<file path="config.mk">
export PLATFORM = sky130hd
export DESIGN_NAME = fcpm_square
export DESIGN_NICKNAME = d
export VERILOG_FILES = /design/src/rtl/core/fcpm_pkg.sv /design/src/rtl/core/fcpm_div.sv /design/src/rtl/core/fcpm_square.sv
export SDC_FILE = /design/constraint.sdc
export NUM_CORES = 2
export LEC_CHECK = 0
export BUFFER_PORTS_ARGS = -buffer_cell sky130_fd_sc_hd__buf_2
export CAP_MARGIN = 20
export CORE_MARGIN = 5
export CORE_UTILIZATION = 60
export CTS_BUF_LIST = sky130_fd_sc_hd__clkbuf_16
export DETAILED_ROUTE_END_ITERATION = 16
export PLACE_DENSITY = 0.76
export SLEW_MARGIN = 20
export SYNTH_ARGS = -nofsm -noshare
export SYNTH_HDL_FRONTEND = slang
export SYNTH_HIERARCHICAL = 1
export SYNTH_SLANG_ARGS = --single-unit
</file>
<file path="constraint.sdc">
create_clock -name clk -period 11.4 [get_ports clk]
set_input_delay 0.57 -clock clk [delete_from_list [all_inputs] [get_ports clk]]
set_output_delay 0.57 -clock clk [all_outputs]
set_load 0.03 [all_outputs]
</file>
<file path="src/rtl/core/fcpm_pkg.sv">
`timescale 1ns / 1ps

package fcpm_pkg;

    localparam int PIX_W      = 24;
    localparam int TAG_W      = 12;
    localparam int THR_W      = 10;
    localparam int SNUM_W     = 12;
    localparam int SOFF_W     = 8;
    localparam int HMUL_W     = 4;
    localparam int SCORE_W    = 22;
    localparam int SUM_W      = 24;
    localparam int NUM_SQ     = 4;
    localparam int HUE_SHIFT  = 8;
    localparam int DEAD_SCORE = 1024;
    localparam int ADDR_W     = 5;
    localparam int S_DATA_W   = 120;
    localparam int M_DATA_W   = 32;
    // index of the output register stage; the input register is stage 0
    localparam int PIPE_LAST  = 36;

    localparam logic [2:0] REG_THRESHOLD = 3'd0;
    localparam logic [2:0] REG_SAT_NUM   = 3'd1;
    localparam logic [2:0] REG_SAT_VOFF  = 3'd2;
    localparam logic [2:0] REG_SAT_HOFF  = 3'd3;
    localparam logic [2:0] REG_HUE_MULT  = 3'd4;

    localparam logic [1:0] COL_GREEN = 2'd0;
    localparam logic [1:0] COL_GB    = 2'd1;
    localparam logic [1:0] COL_RG    = 2'd2;
    localparam logic [1:0] COL_RB    = 2'd3;

    typedef struct packed {
        logic [THR_W-1:0]  threshold;
        logic [SNUM_W-1:0] sat_num;
        logic [SOFF_W-1:0] sat_voff;
        logic [SOFF_W-1:0] sat_hoff;
        logic [HMUL_W-1:0] hue_mult;
    } cfg_t;

    typedef struct packed {
        logic       dead;
        logic [7:0] num;
        logic [8:0] den;
        logic [7:0] sat;
    } sq_prep_t;

    function automatic sq_prep_t sq_prep(input logic [PIX_W-1:0] px, input logic [1:0] col);
        logic [7:0] r;
        logic [7:0] g;
        logic [7:0] b;
        sq_prep_t   p;
        r = px[7:0];
        g = px[15:8];
        b = px[23:16];
        p = '0;
        case (col)
            COL_GREEN:
            begin
                p.dead = (g <= r) || (g <= b);
                if (r > b)
                begin
                    p.sat = g - b; p.num = r - b; p.den = {1'b0, g - r};
                end
                else
                begin
                    p.sat = g - r; p.num = b - r; p.den = {1'b0, g - b};
                end
            end
            COL_GB:
            begin
                p.dead = (r >= g) || (r >= b);
                if (g > b)
                begin
                    p.sat = g - r; p.num = g - b; p.den = {1'b0, b - r};
                end
                else
                begin
                    p.sat = b - r; p.num = b - g; p.den = {1'b0, g - r};
                end
            end
            COL_RG:
            begin
                p.dead = (b >= r) || (b >= g);
                if (r > g)
                begin
                    p.sat = r - b; p.num = r - g; p.den = {1'b0, g - b} + 9'd1;
                end
                else
                begin
                    p.sat = g - b; p.num = g - r; p.den = {1'b0, r - b} + 9'd1;
                end
            end
            default:
            begin
                p.dead = (g >= r) || (g >= b);
                if (r > b)
                begin
                    p.sat = r - g; p.num = r - b; p.den = {1'b0, b - g};
                end
                else
                begin
                    p.sat = b - g; p.num = b - r; p.den = {1'b0, r - g};
                end
            end
        endcase
        return p;
    endfunction

endpackage

</file>
<file path="src/rtl/core/fcpm_div.sv">
`timescale 1ns / 1ps

// Pipelined restoring divider, one quotient bit per stage, NW stages.
module fcpm_div #(
    parameter int NW = 12,
    parameter int DW = 9,
    parameter int XW = 1
) (
    input  logic          clk,
    input  logic          en,
    input  logic [NW-1:0] num,
    input  logic [DW-1:0] den,
    input  logic [XW-1:0] xin,
    output logic [NW-1:0] quo,
    output logic [XW-1:0] xout
);
    logic [DW-1:0] rem_reg [1:NW];
    logic [NW-1:0] qn_reg  [1:NW];
    logic [DW-1:0] d_reg   [1:NW];
    logic [XW-1:0] x_reg   [1:NW];

    for (genvar k = 0; k < NW; k++)
    begin : g_stage
        logic [DW-1:0] r_cur;
        logic [NW-1:0] q_cur;
        logic [DW-1:0] d_cur;
        logic [XW-1:0] x_cur;
        logic [DW:0]   trial;
        logic          ge;
        logic [DW:0]   diff;

        if (k == 0)
        begin : g_first
            assign r_cur = '0;
            assign q_cur = num;
            assign d_cur = den;
            assign x_cur = xin;
        end
        else
        begin : g_mid
            assign r_cur = rem_reg[k];
            assign q_cur = qn_reg[k];
            assign d_cur = d_reg[k];
            assign x_cur = x_reg[k];
        end

        assign trial = {r_cur, q_cur[NW-1]};
        assign ge    = trial >= {1'b0, d_cur};
        assign diff  = trial - {1'b0, d_cur};

        always_ff @(posedge clk)
        begin
            if (en)
            begin
                rem_reg[k+1] <= ge ? diff[DW-1:0] : trial[DW-1:0];
                qn_reg[k+1]  <= {q_cur[NW-2:0], ge};
                d_reg[k+1]   <= d_cur;
                x_reg[k+1]   <= x_cur;
            end
        end
    end

    assign quo  = qn_reg[NW];
    assign xout = x_reg[NW];

endmodule

</file>
<file path="src/rtl/core/fcpm_square.sv">
`timescale 1ns / 1ps

// Score of one corner against one reference color; 34 register stages.
module fcpm_square #(
    parameter logic [1:0] COLOR = 2'd0
) (
    input  logic                                clk,
    input  logic                                en,
    input  fcpm_pkg::cfg_t                      cfg,
    input  logic [fcpm_pkg::PIX_W-1:0]          px,
    output logic signed [fcpm_pkg::SCORE_W-1:0] score
);
    import fcpm_pkg::*;

    sq_prep_t         prep_reg;
    logic [11:0]      prod;
    logic [8:0]       sat_sum;
    logic [11:0]      hue1;
    logic [7:0]       sat1;
    logic [11:0]      pen1;
    logic             dead1;
    logic [19:0]      hue2;
    logic [12:0]      x2;
    logic signed [SCORE_W-1:0] score_next;
    logic signed [SCORE_W-1:0] score_reg;

    always_ff @(posedge clk)
    begin
        if (en)
        begin
            prep_reg <= sq_prep(px, COLOR);
        end
    end

    assign prod    = 12'(prep_reg.num) * 12'(cfg.hue_mult);
    assign sat_sum = {1'b0, prep_reg.sat} + {1'b0, cfg.sat_hoff};

    fcpm_div #(.NW(12), .DW(9), .XW(8)) u_hue_div (
        .clk(clk), .en(en), .num(prod), .den(prep_reg.den),
        .xin(prep_reg.sat), .quo(hue1), .xout(sat1)
    );

    fcpm_div #(.NW(12), .DW(9), .XW(1)) u_pen_div (
        .clk(clk), .en(en), .num(cfg.sat_num), .den(sat_sum),
        .xin(prep_reg.dead), .quo(pen1), .xout(dead1)
    );

    fcpm_div #(.NW(20), .DW(8), .XW(13)) u_scale_div (
        .clk(clk), .en(en), .num({hue1, HUE_SHIFT'(0)}), .den(sat1),
        .xin({dead1, pen1}), .quo(hue2), .xout(x2)
    );

    always_comb
    begin
        if (x2[12])
            score_next = SCORE_W'(DEAD_SCORE);
        else
            score_next = $signed({2'b00, hue2}) + $signed({10'd0, x2[11:0]})
                         - $signed({14'd0, cfg.sat_voff});
    end

    always_ff @(posedge clk)
    begin
        if (en)
        begin
            score_reg <= score_next;
        end
    end

    assign score = score_reg;

endmodule
</file>
; ---- Word-level counts from Yosys, hierarchy flattened
; Memory sizes are Yosys's and may differ from the RTL's.
; Index checks and enable logic that the tools add are counted.
[word_totals]
n_memories = 12
regBits = 48
inputBits = 68
word_cells = 164
mem_bits_rw = 1808
[op_classes]
muxes = 47
n_lt_le_gt_ge = 47
add_sub_neg = 51
mul = 1
reduce_logical = 1
[memory_table]
columns = memory, depth, width, read_ports, rd_clocked_by_memory_dff, write_ports, line_no
row1 = u_scale_div.qn_reg, 20, 20, 20, 0, 20, fcpm_div.sv:18  ; logic [NW-1:0] qn_reg [1:NW];
row2 = u_scale_div.x_reg, 20, 13, 20, 0, 20, fcpm_div.sv:20  ; logic [XW-1:0] x_reg [1:NW];
row3 = u_scale_div.d_reg, 20, 8, 19, 0, 20, fcpm_div.sv:19  ; logic [DW-1:0] d_reg [1:NW];
row4 = u_scale_div.rem_reg, 20, 8, 19, 0, 20, fcpm_div.sv:17  ; logic [DW-1:0] rem_reg [1:NW];
row5 = u_hue_div.qn_reg, 12, 12, 12, 0, 12, fcpm_div.sv:18
row6 = u_pen_div.qn_reg, 12, 12, 12, 0, 12, fcpm_div.sv:18
row7 = 6 more memories, -, -, -, -, -, -
[op_table]
columns = cell, count
row1 = $ge A10 B9 Y1, 22
row2 = $mux W9, 24
row3 = $sub A9 B9 Y9, 22
row4 = $sub A8 B8 Y8, 23
row5 = $ge A9 B8 Y1, 19
row6 = $mux W8, 20
row7 = $mux W25, 1
row8 = $sub A21 B8 Y22, 1
row9 = $add A20 B12 Y21, 1
row10 = $ge A1 B9 Y1, 2
row11 = $sub A1 B9 Y9, 2
row12 = $le A8 B8 Y1, 2
row13 = $mul A8 B4 Y12, 1
row14 = $add A8 B8 Y9, 1
row15 = $ge A1 B8 Y1, 1
row16 = $gt A8 B8 Y1, 1
row17 = $sub A1 B8 Y8, 1
row18 = $mux W1, 2
row19 = $logic_or A1 B1 Y1, 1

; ---- Logic depth before layout (Yosys ltp)
[logic_depth]
word_depth = 3
depth_mapped = 20
mapped_depth_nobuf = 20

; ---- Cells and area by module
; The synthesis kept the hierarchy.
[modules_own_cells]
columns = module, cells_each, n_inst, area_per_inst_um2, seq_area_each_um2
row1 = fcpm_div at u_scale_div, 2122, 1, 37433.4, 28947.8
row2 = fcpm_div at u_hue_div, 1248, 1, 18824.3, 13152.6
row3 = fcpm_div at u_pen_div, 1119, 1, 16254.3, 10630.2
row4 = fcpm_square, 637, 1, 5753.0, 1411.4

; ---- Worst setup path before layout
; Ideal clock, no wire load.
[synth_path]
path_type = input -> register
startpoint = input cfg[3] in the netlist's numbering
endpoint = register, netlist name u_hue_div/rem_reg[0][1]
path_slack_ns = 6.435
t_arrival_ns = 4.711
required_ns = 11.145
setup_ns = 0.255
n_path_buf = 0
cell_stages = 18
cell_sequence = nand2_1 fa_1 fa_1 inv_1 ha_1 a21o_1 a21oi_1 o21bai_1 a21oi_1 o21bai_1 a21oi_1 or4b_2 nand4_1 inv_1 ha_1 o2111ai_1 inv_1 and2_1
[synth_rtl]
columns = item, line_no
row1 = from (decl), fcpm_square.sv:9  ; input fcpm_pkg::cfg_t cfg,

==> results.py <==
metrics = {
    "run_status": {
        "status": "completed",
    },
    "cells_and_area": {
        "layout_commonest_cell": "edfxtp_1",
        "syn_to_final_growth_pct": 10.9,
        "most-common-layout-cells": "edfxtp_1 (1803), inv_1 (617), ha_1 (431), a21oi_1 (233), nor2_1 (179)",
        "largest_reg_flops": 400,
        "antenna_cells": 0,
        "fillCellCount": 8592,
        "nets": 5942,
        "drive_above_1_share_pct": 10.1,
        "stdcell_area_mm2": 0.0868,
    },
    "floorplan": {
        "die_y_um": 371,
        "coreArea_mm2": 0.130,
        "dieWidth_um": 371,
        "die_area_mm2": 0.138,
        "initial_utilization_pct": 60.4,
        "io_pins": 90,
        "num_rows": 132,
    },
    "cts": {
        "cts-resized-gates": 0,
        "clock-sinks": 1803,
        "worstSkewPairLatency_ns": 0.79,
        "tritoncts": "yes",
        "clk_pin_slew_ns": 0.06,
        "cts_htree_levels": 4,
        "root_buffer": "clkbuf_16",
        "numCtsBuffers": 176,
        "cts_buffer_depth": 3,
    },
    "timing": {
        "hold_violations": 0,
        "fmax_ghz": 0.187,
        "max_slew_margin_pct": 28.9,
        "fin_crit_ns": 5.36,
        "slew_violations": 0,
        "setup_viol": 0,
        "worst_slew_pin_slew_ns": 1.07,
        "finClkSkew_ns": 0.0297,
        "period_share_pct": 47.0,
        "grt_setup_unrepaired": "false",
        "setup_tns_ns": 0,
    },
    "critical_path": {
        "cp_max_fo": 10,
        "path_cells": "and2_1 -> fa_1 -> inv_1 -> fa_1 -> inv_1 -> ha_1 -> a21oi_1 -> o21bai_1 -> a21oi_1 -> o21bai_1 -> a21oi_1 -> or4b_2 -> nand4_1 -> inv_1 -> ha_1 -> o2111ai_1 -> inv_1 -> and2_1",
        "r2r_cells": 18,
        "path_delay_family": "adder cells",
        "worstPathArrival_ns": 5.88,
        "critical-path-max-stage-delay_ns": 0.64,
        "regToRegStartpoint": "prep_reg[18]$_DFFE_PP_",
        "critPathLaunchType": "flop",
        "r2r-end": "u_hue_div/rem_reg[0][1]$_SDFFCE_PN0P_",
        "cpMostUsedCell": "inv_1",
        "critPathRequiredTime_ns": 11.92,
        "cp_num_buf_inv": 4,
        "slowest_stage": "o2111ai_1",
        "end_kind": "flop",
        "worst-setup-path-type": "reg2reg",
        "r2r_setup_slack_ns": 6.04,
    },
    "global_routing": {
        "antenna_found_initial": 0,
        "grt_max_degree": 214,
        "grt_pass1_wl_mm": 198,
        "track_usage_pct": 17.5,
        "grt_pass1_vias": 40970,
        "grt.overflow.total": 0,
    },
    "yosys": {
        "synth_area_mm2": 0.0783,
        "seq_area_frac_synth_pct": 69.2,
        "syn_inst": 5126,
        "synth.avg_cell_area_um2": 15.3,
        "synth_top_area_cell": "edfxtp_1",
        "synth-edff-count": 1803,
        "yosysWarnings": 6,
        "ys_ff_latch": 1803,
        "synth.distinct_cells": 103,
        "yosysTopAreaCellShare_pct": 69.2,
        "synth.area.top_cells": "edfxtp_1 (69%), ha_1 (6.9%), inv_1 (2.8%)",
        "synth-async-reset-ratio_pct": 0,
        "synthFlopType": "edfxtp_1",
    },
    "place": {
        "io_buffers": 79,
        "place_hpwl_mm": 76.7,
        "place_congestion": 0.878,
        "placed_area_mm2": 0.0809,
    },
    "drt": {
        "first_pass_iters": 6,
        "avgViaCountPerCell": 5.54,
        "vias": 40219,
        "wl_per_cell_um": 16.3,
        "routed_wl_mm": 119,
        "drcViolationCount": 0,
        "drtIter0Drc": 2734,
        "ant_nets": 0,
    },
    "job": {
        "drv_cap": 0,
    },
    "worst_hold_path": {
        "hp-class": "in2reg",
        "worstHoldEndpoint": "u_pen_div/rem_reg[0][0]$_DFFE_PP_",
        "min_from": "cfg[31]",
        "hold_depth": 3,
    },
    "pwr": {
        "powerDensity_mw_per_mm2": 228,
        "p_switching_uw": 5640,
        "switching_share_pct": 28.4,
        "pwr-share-clk_pct": 28.5,
        "p_leak_uw": 0.0335,
        "share_comb_of_total_power_pct": 25.7,
        "pwr-share-seq_pct": 45.9,
        "intPower_uw": 14200,
        "irDropWorstVdd_uv": 151,
    },
}
==> cell families (layout without fill, tap and decap cells) <==
logic type,Yosys count,after routing,synth area share (%)
flops,1803,1803,69.2
compound gates,941,941,8.37
simple gates,805,805,5.23
buf+inv,636,1023,3.11
fa+ha+maj,488,488,8.35
mux,241,241,3.40
xor+xnor,211,211,2.36
other cells,1,10,0.00479
==> layout make-up <==
cell class                 count  area (µm²)  area share (%)
clock buffer                 177        4430            5.10
inverter                     605        2270            2.62
multi-input combinational   2696       21700            25.0
timing repair buffer         104         726           0.836
sequential                  1803       54100            62.4
tap                         1742        2180            2.51
clock inverter               137        1340            1.54
==> through the flow <==
stage / total power [µW] / instances / hold WS, ns / util (%) / setup WS [ns]
global route: 21000 / 7264 / 0.0491 / 67.0 / 5.60
detailed placement: 14200 / 6939 / 0.405 / 62.4 / 5.69
floorplan: 13000 / 5135 / 0.400 / - / 6.43
finish: 19800 / 7264 / 0.0850 / 67.0 / 6.04
CTS: 20000 / 7264 / 0.00877 / 67.0 / 5.99
global placement: 14000 / 6939 / 0.400 / 62.4 / 5.78
==> what timing repair did <==
item                                    CTS  global route
hold endpoints to repair                 11             0
hold buffers                             11             0
buffers inserted                          0             0
endpoints found under the setup margin    0             0
==> power groups by stage <==
stage          Combinational (µW)  Sequential, µW  Clock [µW]
5_1_grt                      5670            9190        6120
2_1_floorplan                3970            9060           0
3_3_place_gp                 4800            9180           0
4_1_cts                      5070            9100        5810
3_5_place_dp                 4990            9220           0
6_report                     5090            9100        5640
==> cell usage after synthesis, drive strengths merged, types with 11 or more instances <==
cell and instances:
edfxtp 1803, inv 603, ha 431, a21oi 235, nor2 180, nand2 179, mux2 167, xnor2 154
o21ai 143, a21o 96, o21a 93, nand3 81, mux2i 74, nor3 71, nor2b 68, fa 57
xor2 57, a21boi 53, nand2b 42, o31ai 42, o211ai 41, nand4 39, and3 38, a31oi 35
o21bai 35, a221oi 33, and2 33, a211oi 25, buf 18, a211o 13, clkbuf 13, o31a 13
or4 12, nor4 11, nor4b 11
==> worst reg2reg max path, delay by kind of cell (launching register included) <==
family | cells | cell delay (ns)
AO/OA/AOI/OAI | 6 | 1.52
adder cells (fa/ha/maj) | 4 | 1.70
AND/OR/NAND/NOR | 4 | 1.19
flip-flops | 1 | 0.41
buffers and inverters | 4 | 0.30
==> routing by layer <==
layer	GRT usage (%)	part of all wire (%)
met5	0	0
met1	21.7	42
met3	3.01	3.7
met2	31.2	52
met4	5.86	2.7
==> worst max-delay path by stage <==
stage,to,startpoint,slack [ns],depth (start not counted)
finish,u_hue_div/rem_reg[0][1]$_SDFFCE_PN0P_,prep_reg[18]$_DFFE_PP_,6.04,18
global route,u_hue_div/rem_reg[0][1]$_SDFFCE_PN0P_,prep_reg[19]$_DFFE_PP_,5.60,18
CTS,u_hue_div/rem_reg[0][1]$_SDFFCE_PN0P_,prep_reg[18]$_DFFE_PP_,5.99,18
detailed placement,u_hue_div/rem_reg[0][1]$_SDFFCE_PN0P_,cfg[3],5.69,19
global placement,u_hue_div/rem_reg[0][1]$_SDFFCE_PN0P_,cfg[3],5.78,19
floorplan,u_hue_div/rem_reg[0][1]$_SDFFCE_PN0P_,cfg[3],6.43,18
No activity file was read; power rests on OpenSTA's default activity.
